<file path="src/rtl/core/hsfk_ram.sv">
module hsfk_ram #(
    parameter int WIDTH = 32,
    parameter int DEPTH = 20
) (
    input  logic                     clk,
    input  logic                     we,
    input  logic [$clog2(DEPTH)-1:0] waddr,
    input  logic [WIDTH-1:0]         wdata,
    input  logic [$clog2(DEPTH)-1:0] raddr,
    output logic [WIDTH-1:0]         rdata
);

    logic [WIDTH-1:0] mem [DEPTH];
    logic [WIDTH-1:0] rdata_reg;

    // one write port, registered read port
    always_ff @(posedge clk)
    begin
        if (we)
        begin
            mem[waddr] <= wdata;
        end
        rdata_reg <= mem[raddr];
    end

    assign rdata = rdata_reg;

endmodule

</file>
<file path="config.mk">
export PLATFORM = sky130hd
export DESIGN_NAME = hsfk_ram
export DESIGN_NICKNAME = d
export VERILOG_FILES = /design/src/rtl/core/hsfk_ram.sv
export SDC_FILE = /design/constraint.sdc
export NUM_CORES = 1
export LEC_CHECK = 0
export ABC_AREA = 1
export BUFFER_PORTS_ARGS = -buffer_cell sky130_fd_sc_hd__buf_2
export CORE_ASPECT_RATIO = 0.5
export CORE_MARGIN = 2
export CORE_UTILIZATION = 40
export DETAILED_ROUTE_END_ITERATION = 8
export PLACE_DENSITY = 0.67
export SLEW_MARGIN = 25
export SYNTH_ARGS = -nofsm -noshare
export SYNTH_HDL_FRONTEND = slang
export SYNTH_SLANG_ARGS = --single-unit
</file>
<file path="constraint.sdc">
create_clock -name clk -period 3.48 [get_ports clk]
set_input_delay 0.348 -clock clk [delete_from_list [all_inputs] [get_ports clk]]
set_output_delay 0.348 -clock clk [all_outputs]
set_load 0.05 [all_outputs]
</file>
Word-level counts from Yosys, hierarchy flattened
Memories as Yosys holds them, arrays and structs flattened. A register that Yosys moved wholly into a read port is not among the register bits.
Cells that the tools add are included.
- mux-type cells: 2
- operator list (operator ; count):
    1-bit two-way mux ; 2
- output and inout port bits: 32
- flip-flop bits (word level): 0
- word-level logic and storage cells: 3
- memories kept: 1
- input port bits: 44
- RAM bits: 640
- memories (memory ; words ; width ; read ports ; clocked after Yosys merged registers in ; write ports ; line ; RTL):
    mem ; 20 ; 32 ; 1 ; 1 ; 1 ; 13 ; logic [WIDTH-1:0] mem [DEPTH];

Longest topological paths before layout
- depth in word-level cells: 2
- gate-level depth with buffers: 12
- mapped depth without buffers: 9

Least setup slack after synthesis
No wires, ideal clock.
- kind: input-to-reg
- start point: input waddr[4]
- end point: memory mem[12][0] (enable)
- library setup time: 0.421 ns
- arrival time: 1.942 ns
- stages: 3
- data required time: 3.059 ns
- slack: 1.117 ns
- cell sequence: inv_1 -> nand3_1 -> nor2_1
- RTL lines (element ; line ; RTL):
    start, declared ; 7 ; input logic [$clog2(DEPTH)-1:0] waddr,
    end, declared ; 13 ;
No word-level cell before the write port.

==> key figures <==
Floorplan
  – Die Wd: 369 um
  – Initial core utilization: 0.407
  – Die footprint: 68700 sq um
  – I/O pin count: 76
  – Vert. Die Dim: 186 um
  – Core Area: 65400 sq um
  – Cell row count: 66

Cells and area
  – NumNets Final: 2246
  – Commonest non-fill, non-tap cell in the layout: nand2_1
  – Post-layout utilization of the core: 0.456
  – Commonest non-fill, non-tap cells in the layout: nand2_1, edfxtp_1, nand3_1
  – Max FFs per register: 640
  – Layout Cells excl Fill: 3142
  – FILL cells: 5729
  – Area delta synth->final: 12.1%
  – Layout cell share with drive strength beyond 1: 0.0998

Routing
  – Routed WL: 63900 um
  – Detailed Routing Iterations Pass 1: 6
  – 1st-iter DRT viols: 1877
  – Via density: 5.28
  – Wire length per cell: 20.3 um
  – Drt drc: 0
  – Antenna viol nets, final: 0
  – Via count: 16600

Hold path
  – Hold path depth: 1
  – Hold WC Path Type: input pin to flop

Clock network
  – Clock latency on the worst-skew pair: 630 ps
  – CTS sink count: 672
  – Num CTS Buffers: 61
  – Post-CTS Hold Buffers: 0
  – Post-CTS Setup Bufs: 0
  – PostCTS Resize Cnt: 0
  – Root buffer cell: clkbuf_16
  – H-tree depth: 2
  – Reg clk slew, reported paths: 60 ps
  – Bufs on Longest Clock Path: 3
  – CTS tree: done

Pwr
  – Leakage: 0.0106 uW
  – Worst vdd ir: 0.323 mV
  – Total Power: 16700 uW
  – PwrDens: 560 nW/um^2

STA
  – Final hold viol count: 0
  – Max-slew violations: 0
  – Final hold slack: 130 ps
  – Worst rel slew slack: 0.304
  – Setup Total Neg Slack: 0 ps
  – Slew @ Worst Pin: 1040 ps
  – Minimum clock period: 1870 ps
  – Final setup viols: 0
  – Clock Skew: 26.8 ps
  – Final worst-path cycle share: 0.538
  – RSZ-0062 raised after global routing: false
  – Fmax achieved: 534 MHz

Job
  – Max-cap violations: 0

Critical path
  – Worst EP arrival: 2440 ps
  – Reg2Reg Depth: 8
  – Worst Setup Start Kind: input pin
  – Crit path max fanout: 103
  – Critical path capture point type: flop
  – Kind of critical path: input pin to flop
  – Required time of the critical path: 4040 ps

Synth
  – Synth top area cells: edfxtp_1, nand2_1, nand3_1
  – Register area share after synthesis: 0.747
  – #FFs+latches synth: 672
  – Yosys warnings: 0
  – Yosys top cell by area: edfxtp_1
  – Gate Count Post-Synth: 2156
  – Synth top area share: 0.723
  – Cell Area, Synth: 26600 sq um
  – Cell variety after synth: 19
  – Mapped Avg Cell Area: 12.3 sq um
  – Syn Nets: 2200

Placed design
  – IO buf count: 75
  – Dpl cells: 3023
  – Final Wtd Congestion: 0.776
  – DP Wirelength: 33000 um

Global route
  – First-pass GRT wire length: 96800 um
  – Vias in the first global route: 15900
  – Initial antenna violation count: 3
  – Largest net degree at the start of global routing: 161
  – Grt total ovfl: 0
  – Gr usage total: 0.184

Outcome
  – Outcome: finished clean
power breakdown:
| group | total (uW) | internal, uW | switching [uW] |
|---|---|---|---|
| logic | 1100 | 266 | 830 |
| clock network | 6560 | 3730 | 2830 |
| registers | 9020 | 8980 | 41.8 |
| total | 16700 | 13000 | 3700 |
cell type report:
cell class                 count  area, sq um  share of cell area
sequential                   672        19900               0.666
timing repair buffer         116          975              0.0327
clock buffer                  91         1770              0.0595
antenna                        4         10.0            0.000336
tap                          884         1110              0.0371
inverter                      10         50.0             0.00168
clock inverter                24          191             0.00642
multi-input combinational   1341         5840               0.196
worst paths after layout:
check / from / slack (ps) / endpoint
max: raddr[0] / 1610 / rdata[1]
min: wdata[4] / 130 / mem[0][4]
max reg2reg: mem[15][0] / 2290 / rdata[0]
min reg2reg: mem[16][5] / 630 / rdata[5]
synth_stat cells:
cell type  number
buf_12          2
clkbuf_1       23
o21ai_1         8
nand2_1       768
buf_6          50
inv_4           1
nor2_1         84
o22ai_1        32
dfxtp_1        32
inv_6           1
buf_2          43
buf_4           8
nand3_1       393
edfxtp_1      640
o21ai_0        56
inv_2           1
buf_8           1
inv_1           7
buf_1           6
worst max-delay path: stages:
cell     delay, ps
buf_8          230
inv_8          520
buf_4          550
nand2_1        100
nand3_1         90
nand3_1        100
nand2_1        110
nand2_1         50
nand2_1         90
nand2_1         50
nand2_1         80
metrics by stage:
| step | setup slack (ps) | instance area, sq um |
|---|---|---|
| 2_1_floorplan | 1120 | 26600 |
| 3_3_place_gp | 1070 | 27800 |
| 3_5_place_dp | 1050 | 27800 |
| 4_1_cts | 1710 | 29800 |
| 5_1_grt | 1450 | 29800 |
| 6_report | 1610 | 29800 |
kinds of logic after synthesis:
logic type             after synthesis  share of synthesized area
AOI/OAI and AO/OA                   96                     0.0196
buffers and inverters              143                     0.0394
DFF                                672                      0.747
and+or+nand+nor                   1245                      0.194
metal layers:
layer  wire [um]  global-route usage  share of wire  vias up
met5           0                   0              0        -
met4        1300              0.0515          0.020        0
met3        4500              0.0284          0.070       94
met2       30300               0.299           0.47      597
met1       27800               0.259           0.44     8214
li1            -                   -              -     7684
Note: power is estimated with default switching activity, not from simulation.
