[src/rtl/core/hsfk_pkg.sv]
package hsfk_pkg;

    // fixed skeleton and number formats
    localparam int NODE_COUNT = 20;
    localparam int NODE_W     = 5;
    localparam int POS_WIDTH  = 32;
    localparam int QUAT_WIDTH = 16;
    localparam int QFRAC      = QUAT_WIDTH - 1;

    // datapath widths
    localparam int VEC_W   = POS_WIDTH + 1;
    localparam int MAT_W   = QUAT_WIDTH + 3;
    localparam int PROD_W  = VEC_W + MAT_W;
    localparam int QPROD_W = 2 * QUAT_WIDTH;
    localparam int MSUM_W  = QPROD_W + 3;
    localparam int ACC_W   = PROD_W + 2;

    // command codes
    localparam logic [1:0] CMD_LOAD_REST = 2'd0;
    localparam logic [1:0] CMD_LOAD_QUAT = 2'd1;
    localparam logic [1:0] CMD_COMPUTE   = 2'd2;

    localparam logic [NODE_W-1:0] LAST_NODE = NODE_W'(NODE_COUNT - 1);

    typedef struct packed {
        logic [1:0]                   cmd;
        logic [NODE_W-1:0]            node;
        logic signed [POS_WIDTH-1:0]  pos_x;
        logic signed [POS_WIDTH-1:0]  pos_y;
        logic signed [POS_WIDTH-1:0]  pos_z;
        logic signed [QUAT_WIDTH-1:0] quat_w;
        logic signed [QUAT_WIDTH-1:0] quat_x;
        logic signed [QUAT_WIDTH-1:0] quat_y;
        logic signed [QUAT_WIDTH-1:0] quat_z;
    } req_t;

    typedef struct packed {
        logic [NODE_W-1:0]           out_node;
        logic signed [POS_WIDTH-1:0] out_x;
        logic signed [POS_WIDTH-1:0] out_y;
        logic signed [POS_WIDTH-1:0] out_z;
        logic                        last;
    } res_t;

    // chain roots hang from the wrist, others from the node before
    function automatic logic [NODE_W-1:0] parent_of(input logic [NODE_W-1:0] n);
        logic [NODE_W-1:0] p;
        if (n == 5'd0 || n == 5'd1 || n == 5'd4 || n == 5'd8 || n == 5'd12 || n == 5'd16)
        begin
            p = '0;
        end
        else
        begin
            p = n - 1'b1;
        end
        return p;
    endfunction

    // quaternion product schedule: {left, right} component index (w x y z)
    function automatic logic [3:0] qpair(input logic [3:0] i);
        logic [3:0] r;
        unique case (i)
            4'd0:    r = {2'd0, 2'd0};
            4'd1:    r = {2'd1, 2'd1};
            4'd2:    r = {2'd2, 2'd2};
            4'd3:    r = {2'd3, 2'd3};
            4'd4:    r = {2'd1, 2'd2};
            4'd5:    r = {2'd0, 2'd3};
            4'd6:    r = {2'd1, 2'd3};
            4'd7:    r = {2'd0, 2'd2};
            4'd8:    r = {2'd2, 2'd3};
            4'd9:    r = {2'd0, 2'd1};
            default: r = '0;
        endcase
        return r;
    endfunction

    // matrix entry index to row
    function automatic logic [1:0] vrow(input logic [3:0] i);
        logic [1:0] r;
        unique case (i)
            4'd0, 4'd1, 4'd2: r = 2'd0;
            4'd3, 4'd4, 4'd5: r = 2'd1;
            4'd6, 4'd7, 4'd8: r = 2'd2;
            default:          r = 2'd0;
        endcase
        return r;
    endfunction

    // matrix entry index to column
    function automatic logic [1:0] vcol(input logic [3:0] i);
        logic [1:0] r;
        unique case (i)
            4'd0, 4'd3, 4'd6: r = 2'd0;
            4'd1, 4'd4, 4'd7: r = 2'd1;
            4'd2, 4'd5, 4'd8: r = 2'd2;
            default:          r = 2'd0;
        endcase
        return r;
    endfunction

endpackage

[src/rtl/core/hsfk_mul.sv]
module hsfk_mul (
    input  logic                                clk,
    input  logic signed [hsfk_pkg::VEC_W-1:0]   op_a,
    input  logic signed [hsfk_pkg::MAT_W-1:0]   op_b,
    output logic signed [hsfk_pkg::PROD_W-1:0]  prod
);
    import hsfk_pkg::*;

    logic signed [PROD_W-1:0] prod_reg;

    // shared signed multiplier with registered product
    always_ff @(posedge clk)
    begin
        prod_reg <= PROD_W'(op_a) * PROD_W'(op_b);
    end

    assign prod = prod_reg;

endmodule

[config.mk]
export PLATFORM = sky130hd
export DESIGN_NAME = hsfk_mul
export DESIGN_NICKNAME = d
export VERILOG_FILES = /design/src/rtl/core/hsfk_pkg.sv /design/src/rtl/core/hsfk_mul.sv
export SDC_FILE = /design/constraint.sdc
export NUM_CORES = 2
export LEC_CHECK = 0
export BUFFER_PORTS_ARGS = -buffer_cell sky130_fd_sc_hd__buf_2
export CAP_MARGIN = 10
export CORE_ASPECT_RATIO = 1.25
export CORE_MARGIN = 3
export CORE_UTILIZATION = 43
export DETAILED_ROUTE_END_ITERATION = 8
export PLACE_DENSITY = 0.61
export SLEW_MARGIN = 20
export SYNTH_ARGS = -nofsm -noshare
export SYNTH_HDL_FRONTEND = slang
export SYNTH_SLANG_ARGS = --single-unit
[constraint.sdc]
create_clock -name clk -period 15.2 [get_ports clk]
set_input_delay 0.76 -clock clk [delete_from_list [all_inputs] [get_ports clk]]
set_output_delay 0.76 -clock clk [all_outputs]
set_load 0.01 [all_outputs]
### Word-level counts from Yosys, hierarchy flattened

Index checks and enable logic that the tools add are counted.
Widths: inputs -> output; s select.

* bits in latches: 0
* output and inout port bits: 52
* logic and storage cells: 2
* bits in read-only memories: 0
* memories kept: 0
* RAM bits: 0
* bits in registers: 52

* shifts and indexed selects: 0
* magnitude comparators: 0
* equality and inequality tests: 0
* muxes and demuxes: 0
* $add $sub $neg: 0
* divide/modulo/power cells: 0
* reduce and logical (&&, ||, !) cells: 0
* bitwise logic cells: 0
* multipliers: 1

Operator list (count)
* $mul 33x19->52: 1

### Logic depth before layout (Yosys ltp)

* word-level depth: 1
* depth in mapped cells: 27

### Least setup slack after synthesis

OpenSTA, ideal clock, no wires.

* path type: input -> register
* start point: input port op_a[32] (netlist name)
* end point: register prod_reg[48] (netlist: prod[48])
* stages: 23
* required time: 15.120 ns
* setup slack: 7.981 ns
* data arrival time: 7.139 ns
* library setup time: 0.080 ns
* cells stage by stage: clkbuf_1 clkbuf_1 nand2_1 fa_1 inv_1 fa_1 fa_1 fa_1 fa_1 inv_1 fa_1 inv_1 ha_1 ha_1 clkbuf_1 a21o_1 a21oi_1 o21bai_1 a21o_1 a21o_1 a21oi_1 mux2_2 nor3b_1

* longest elaborated chain between the ends: 1

RTL lines
* start, declared: RTL line hsfk_mul.sv:3 `input logic signed [hsfk_pkg::VEC_W-1:0] op_a,`
* $mul 33x19->52: RTL line hsfk_mul.sv:14 `prod_reg <= PROD_W'(op_a) * PROD_W'(op_b);`
* end signal, assigned: RTL line hsfk_mul.sv:14
* end, declared: RTL line hsfk_mul.sv:9 `logic signed [PROD_W-1:0] prod_reg;`

No other way between the ends.

### Final worst setup path

* start point: input port op_b[3] (netlist name)
* end point: register prod_reg[50] (netlist: prod[50])

* longest elaborated chain between the ends: 1

RTL lines
* start, declared: RTL line hsfk_mul.sv:4 `input logic signed [hsfk_pkg::MAT_W-1:0] op_b,`
* $mul 33x19->52: RTL line hsfk_mul.sv:14

No other way between the ends.

==> reports/results.txt <==
Max reg flops: 52
Final Cell Area: 23800 µm²
Slew Limit Fails: 0
Layout cell share with drive strength beyond 1: 0.0506
Min Clock Period, post-route: 8.23 ns
Crit Path Max Fanout: 33
Mux share of post-synthesis cell area: 0.000992
Nets: 3233
Die area: 55600 µm²
DP Wirelength: 48.7 mm
Total gr overflow: 0
Top FF cell, synth: dfxtp_1
Vias/cell: 5.14
Setup tns final: 0 ns
Final setup fails: 0
Pin count of the biggest net entering global routing: 34
Multi-input gate area: 19000 µm²
Starting Density: 0.438
Crit path required time: 15.46 ns
Max_cap viols: 0
Initial drt markers: 829
Worst Path Arrival: 8.48 ns
HP Start: op_a[0]
Drt pass-1 iters: 7
Clk root buf: clkbuf_16
IO Pins: 105
Fin worst setup slack: 6.97 ns
Worst Setup Slack post-DPL: 6.71 ns
Vias in the first global route: 18200
First-pass GRT wire length: 96.8 mm
# resized after CTS: 0
Number of synthesized flops with an enable pin: 0
Xor and xnor area share after synthesis: 0.0208
Synth warnings: 0
Slew HR: 0.355
I/O Buffers: 104
Hold endpoint: prod[0]
Crit-path max cell delay: 0.72 ns
Drt total wl: 59.0 mm
Fin. Hold Viols: 0
Setup bufs post-CTS: 0
CTS H-tree lvls: 2
Synth Area in Compound Gates: 0.0438
Main combinational cell family by area after synthesis: adder cells
Routed Antenna Nets: 0
Reg clk slew, reported paths: 0.09 ns
Async set-or-reset flop fraction in the synthesized netlist: 0
Crit start category: input pin
Via Count: 15900
WS Path Type: input pin to register
Area delta synth->final: 4.89%
Clock Tree Buf Depth: 2
CP Capture Type: register
Post-Synthesis Net Count: 3236
Layout fillers: 5067
Min-Delay Path Class: input pin to register
CTS tree: built
WP buf/inv: 5
Most frequent CP cell: fa_1
Crit path cell chain: buf_2 > and2_1 > fa_1 > fa_1 > inv_1 > fa_1 > inv_1 > fa_1 > inv_1 > fa_1 > inv_1 > fa_1 > ha_1 > ha_1 > a21o_1 > a21oi_1 > o21ai_0 > a21oi_1 > o21bai_1 > a21boi_0 > o21ai_0 > a21o_1 > a311oi_1
Peak Freq: 122 MHz
Detailed-route wire length per cell: 19.0 µm
RSZ-0062 raised after global routing: false
Simple-gate share of the synthesized area: 0.160
Gr usage total: 0.224
Average size of a mapped cell: 9.33 µm²
Register area: 1040 µm²
Clock sink count: 52
Placeable Area: 51900 µm²
Register area share after synthesis: 0.0458
Synth cell types: 51
Hold-fix buffers, CTS: 0
Tightest Pin Transition: 0.957 ns
Die width: 212 µm
TritonCTS Buffers: 5
Commonest non-fill, non-tap cell in the layout: fa_1
DP Area: 23600 µm²
GPL Wtd Cong: 0.897
Syn Std Cell Area: 22700 µm²
Post-Synth Adder-Cell Area: 0.613
Yosys reg bits: 52
Cell count after synthesis: 2435
DRC: 0
Most frequent cells in the layout: fa_1, inv_1, nand2_1, and2_1, ha_1
Slowest-stage cell, CP: a21boi_0
Outcome: completed
Die H: 263 µm
# rows: 93
Initial antenna violation count: 4
Fin crit share: 0.541
CP top delay family: adder cells
Hold depth: 2
## stage by stage
step	hold slack (ns)	utilization	cells
2_1_floorplan	0.882	-	2435
3_3_place_gp	1.16	0.456	3090
3_5_place_dp	1.15	0.456	3090
4_1_cts	0.921	0.459	3098
5_1_grt	0.959	0.459	3101
6_report	0.961	0.459	3101
## how the worst max path moves through the flow
stage | slack, ns | startpoint | cells past startpoint | endpoint
after floorplan | 7.98 | op_a[32] | 23 | prod[48]
after global placement | 6.80 | op_b[1] | 23 | prod[50]
after detailed placement | 6.71 | op_b[1] | 23 | prod[50]
after CTS | 7.03 | op_b[1] | 23 | prod[50]
after global routing | 6.68 | op_b[3] | 23 | prod[50]
final | 6.97 | op_b[3] | 23 | prod[50]
## layer usage
metal  wire length [µm]  global-route usage
met1              21000               0.252
met2              32200               0.415
met3               2690              0.0296
met4               3030               0.107
met5                  0                   0
## cells in the mapped netlist, types with 3 or more instances
library cell,number,share of area
nor2_1,49,0.0081
nor2b_1,4,0.0011
nand2_1,333,0.055
nand4_1,6,0.0017
clkbuf_1,117,0.019
a21oi_1,45,0.0099
xor2_1,22,0.0085
nand2b_1,13,0.0036
fa_1,607,0.54
o21a_1,4,0.0013
nand3_1,8,0.0018
ha_1,141,0.078
xnor2_1,32,0.012
a211oi_1,4,0.0013
nor3_1,9,0.0020
a31oi_1,6,0.0017
and4_1,7,0.0027
o211ai_1,3,0.00099
nor3b_1,3,0.00099
o21bai_1,9,0.0030
a21o_1,32,0.011
dfxtp_1,52,0.046
inv_1,585,0.097
o21ai_0,21,0.0046
and2_1,290,0.080
## logic make-up (layout without fill, tap and decap cells)
group / Yosys count / count (layout)
fa+ha+maj: 748 / 748
compound gates: 145 / 145
flops: 52 / 52
xor+xnor: 54 / 54
simple gates: 731 / 731
mux: 2 / 2
other cells: 0 / 3
buf+inv: 703 / 701
## cell type report
type                    count  share of cell area
clock buffers               6             0.00541
clock inverters             2             0.00163
inverters                 586              0.0923
multi-input cells        1680               0.799
repair buffers            107              0.0228
well taps                 665              0.0349
flip-flops and latches     52              0.0437
diodes                      3            0.000315
Power is left out: the tool's default activity adds up to more than one toggle a clock period on the data nets, which glitch-free logic cannot reach.
